<file path="src/sv/smfd_pkg.sv">
// Shared constants and types for the stereo modulated delay block.
package smfd_pkg;

	localparam int BUFFER_DEPTH = 2048;
	localparam int ADDR_W       = $clog2(BUFFER_DEPTH);
	localparam int POS_W        = ADDR_W + 8;

	localparam int SAMPLE_W = 16;
	localparam int CFG_W    = 19;
	localparam int MUL_A_W  = 34;
	localparam int MUL_B_W  = 21;
	localparam int MUL_P_W  = MUL_A_W + MUL_B_W;

	typedef logic signed [SAMPLE_W-1:0] sample_t;

	typedef enum logic [1:0] {
		REG_TARGET_AMOUNT = 2'd0,
		REG_TARGET_MIX    = 2'd1,
		REG_SMOOTH_COEF   = 2'd2,
		REG_MAX_MOD_DELAY = 2'd3
	} reg_index_t;

	localparam logic [15:0] UNITY_Q15   = 16'd32768;
	localparam logic [16:0] COEF_MIN    = 17'd7;
	localparam logic [16:0] COEF_MAX    = 17'd65536;
	localparam logic [18:0] MAXMOD_MIN  = 19'd256;
	localparam logic [18:0] MAXMOD_MAX  = 19'((BUFFER_DEPTH - 8) * 256);
	localparam logic [18:0] DELAY_MIN   = 19'd256;
	localparam logic [18:0] DELAY_MAX   = 19'((BUFFER_DEPTH - 4) * 256);

	typedef enum logic [11:0] {
		ST_IDLE = 12'b000000000001,
		ST_SA   = 12'b000000000010,
		ST_SM   = 12'b000000000100,
		ST_C1   = 12'b000000001000,
		ST_C2   = 12'b000000010000,
		ST_C3   = 12'b000000100000,
		ST_C4   = 12'b000001000000,
		ST_C5   = 12'b000010000000,
		ST_C6   = 12'b000100000000,
		ST_C7   = 12'b001000000000,
		ST_C8   = 12'b010000000000,
		ST_C9   = 12'b100000000000
	} state_t;

endpackage

</file>
<file path="src/sv/smfd_mul.sv">
// Shared signed multiplier with a registered product.
module smfd_mul (
	input  logic                                  clk,
	input  logic signed [smfd_pkg::MUL_A_W-1:0]   a,
	input  logic signed [smfd_pkg::MUL_B_W-1:0]   b,
	output logic signed [smfd_pkg::MUL_P_W-1:0]   p
);
	logic signed [smfd_pkg::MUL_P_W-1:0] p_q;

	always_ff @(posedge clk) begin
		p_q <= smfd_pkg::MUL_P_W'(a) * smfd_pkg::MUL_P_W'(b);
	end

	assign p = p_q;
endmodule

</file>
<file path="config.mk">
export PLATFORM = sky130hd
export DESIGN_NAME = smfd_mul
export DESIGN_NICKNAME = d
export VERILOG_FILES = /design/src/sv/smfd_pkg.sv /design/src/sv/smfd_mul.sv
export SDC_FILE = /design/constraint.sdc
export NUM_CORES = 2
export LEC_CHECK = 0
export BUFFER_PORTS_ARGS = -buffer_cell sky130_fd_sc_hd__buf_2
export CELL_PAD_IN_SITES_DETAIL_PLACEMENT = 1
export CELL_PAD_IN_SITES_GLOBAL_PLACEMENT = 1
export CORE_MARGIN = 1
export CORE_UTILIZATION = 30
export CTS_BUF_LIST = sky130_fd_sc_hd__clkbuf_16
export CTS_CLUSTER_DIAMETER = 30
export CTS_CLUSTER_SIZE = 40
export DETAILED_ROUTE_END_ITERATION = 8
export GPL_ROUTABILITY_DRIVEN = 0
export PLACE_DENSITY_LB_ADDON = 0.1
export SETUP_SLACK_MARGIN = 0.4
export SYNTH_ARGS = -nofsm -noshare
export SYNTH_HDL_FRONTEND = slang
export SYNTH_SLANG_ARGS = --single-unit
</file>
<file path="constraint.sdc">
create_clock -name clk -period 7.4 [get_ports clk]
set_clock_uncertainty 0.2 [all_clocks]
set_input_delay 0.37 -clock clk [delete_from_list [all_inputs] [get_ports clk]]
set_output_delay 0.37 -clock clk [all_outputs]
set_load 0.1 [all_outputs]
</file>
==> results_dict.tcl <==
set metrics [dict create \
    finalHoldViolCount 0 \
    cts_sinks 55 \
    drt_iter0_markers 656 \
    grt_use_total_pct 21.0 \
    drive_gt1_share_pct 14.0 \
    synth_cell_types 71 \
    status "completed" \
    synth_cells 2925 \
    die_h_um 299 \
    gr-total-overflow 0 \
    worstMarginPinSlew_ns 0.715 \
    cts_inserted_buffers 5 \
    rsz0062_at_grt "true" \
    crit_path_max_fanout 10 \
    async_flop_share_pct 0 \
    setup_ws_ns 0.491 \
    cap_violations 0 \
    layout_common_cells "796 x inv_1, 689 x fa_1, 413 x nand2_1" \
    finalSetupViolations 0 \
    core-area_mm2 0.0870 \
    clockRootBuffer "clkbuf_16" \
    start_util_pct 30.3 \
    crit_start "b[9]" \
    drcViolationCount 0 \
    wl_per_cell_um 20.8 \
    synth_edf_count 0 \
    grt_max_degree 35 \
    routed_wirelength_um 89600 \
    period_share_pct 93.4 \
    clkSlewWorstSetupHoldPaths_ns 0.08 \
    final_common_cell "inv_1" \
    crit_end "p[46]" \
    firstDrtPassIters 5 \
    critPathCaptureType "flop" \
    antenna_left 0 \
    register_area_mm2 0.00110 \
    slew_violations 0 \
    die-area_mm2 0.0892 \
    synth_area_mm2 0.0264 \
    fmax_mhz 145 \
    dpl_worst_slack_ns -0.758 \
    io_buffers 110 \
    multi_input_area_mm2 0.0221 \
    yosys.area.top_type "fa_1" \
    holdCritPathClass "input port to flop" \
    synth_seq_cells 55 \
    max-slew-margin-rel_pct 52.3 \
    synth.avg_cell_area_um2 9.03 \
    period_needed_ns 6.91 \
    grt_pass1_vias 23600 \
    synth_area_leaders "fa_1 54%, inv_1 11%, and2_1 7.2%" \
    cts_tree "yes" \
    vias_per_cell 4.58 \
    crit_arrival_ns 6.98 \
    ys.flop_type "dfxtp_1" \
    synth_top_area_share_pct 53.5 \
    cts_max_level 2 \
    antenna_found_initial 3 \
    synth_nets 3824 \
    syn2layout_area_growth_pct 16.8 \
    largest_reg_flops 55 \
    die_w_um 299 \
    ys_warn_count 0 \
    num_io_pins 111 \
    dpl.hpwl_um 77100 \
    critical_path_class "input port to flop" \
    nFillCells 10100 \
    grt_pass1_wl_um 141000 \
    clock_path_buffers 2 \
    num_rows 108 \
    crit_required_ns 7.47 \
    num_vias 19700 \
    postCtsHoldBufs 0 \
    startpoint_type "input port" \
    holdWs_ns 0.408 \
    setup_tns_ns 0 \
    synth_seq_area_share_pct 4.17 \
    nNetsFinal 4036 \
]
==> metrics by stage <==
step | util, % | area (µm²) | cells
after floorplan | - | 26400 | 2925
after global placement | 34.2 | 29700 | 4263
after detailed placement | 34.2 | 29700 | 4263
after CTS | 34.6 | 30100 | 4272
after global routing | 35.4 | 30800 | 4293
final | 35.5 | 30900 | 4297
==> per-layer routing <==
metal | wire, µm | track usage (%) | up-vias
met4 | 1570 | 4.41 | 0
met3 | 2760 | 1.91 | 68
met5 | 0 | 0 | -
met2 | 44800 | 36.3 | 268
met1 | 40400 | 28.6 | 10500
li1 | - | - | 8779
==> critical path: stages <==
cell,delay [ns]
buf_6,0.13
buf_12,0.15
and2_1,0.18
fa_1,0.54
inv_1,0.05
fa_1,0.47
fa_1,0.52
inv_1,0.05
fa_1,0.56
fa_1,0.44
fa_1,0.49
inv_1,0.05
fa_1,0.47
inv_1,0.04
ha_2,0.28
a21o_1,0.16
a21o_2,0.27
a311oi_4,0.29
buf_4,0.18
nand4b_1,0.19
buf_4,0.21
o311ai_4,0.24
or4b_4,0.51
o311ai_4,0.09
==> repair_timing <==
| action | 4_1_cts | 5_1_grt |
|---|---|---|
| gates cloned | 0 | 5 |
| gates resized for setup | 52 | 129 |
| setup buffers | 1 | 16 |
| setup endpoints to repair | 25 | 20 |
| pin swaps | 8 | 50 |
==> Yosys cell counts (4+ instances only) <==
library cell,number
nand2_1,414
fa_1,706
o21a_1,8
nor2b_1,4
o21bai_1,10
o31ai_1,5
o2111ai_1,5
nor2_1,58
o21ai_0,25
xnor2_1,36
and2_1,302
o211ai_1,8
a21o_1,20
clkbuf_1,136
a21oi_1,48
dfxtp_1,55
nand4_1,7
nand3_1,11
a21boi_0,6
a31oi_1,9
and3_1,5
a211oi_1,7
nand2b_1,11
ha_1,137
nor3_1,13
xor2_1,14
inv_1,803
==> how the worst min path moves through the flow <==
stage,startpoint,end,slack [ns],depth (start not counted)
after global placement,p[3],p[3],0.72,1
after global routing,b[0],p[0],0.42,3
after detailed placement,p[14],p[14],0.72,1
final,b[0],p[0],0.41,3
after CTS,b[0],p[0],0.48,3
after floorplan,b[0],p[0],0.29,1
==> cell families after synthesis <==
kind of cell | after synthesis | share of synthesized area, %
mux | 3 | 0.128
buf+inv | 946 | 13.5
xor+xnor | 50 | 1.66
simple gates | 839 | 15.4
compound gates | 189 | 5.15
flops | 55 | 4.17
fa+ha+maj | 843 | 60.0
==> final cells by class <==
type                            count  share of cell area [%]
Antenna cell                        4                  0.0324
Tap cell                         1155                    4.68
Inverter                          803                    9.79
Timing Repair Buffer              348                    9.72
Sequential cell                    55                    3.57
Multi-Input combinational cell   1924                    71.7
Clock buffer                        5                   0.405
Clock inverter                      3                  0.0851
Power is not shown: default switching activity piles up to over one toggle a cycle in this logic, so the estimate is an artifact.
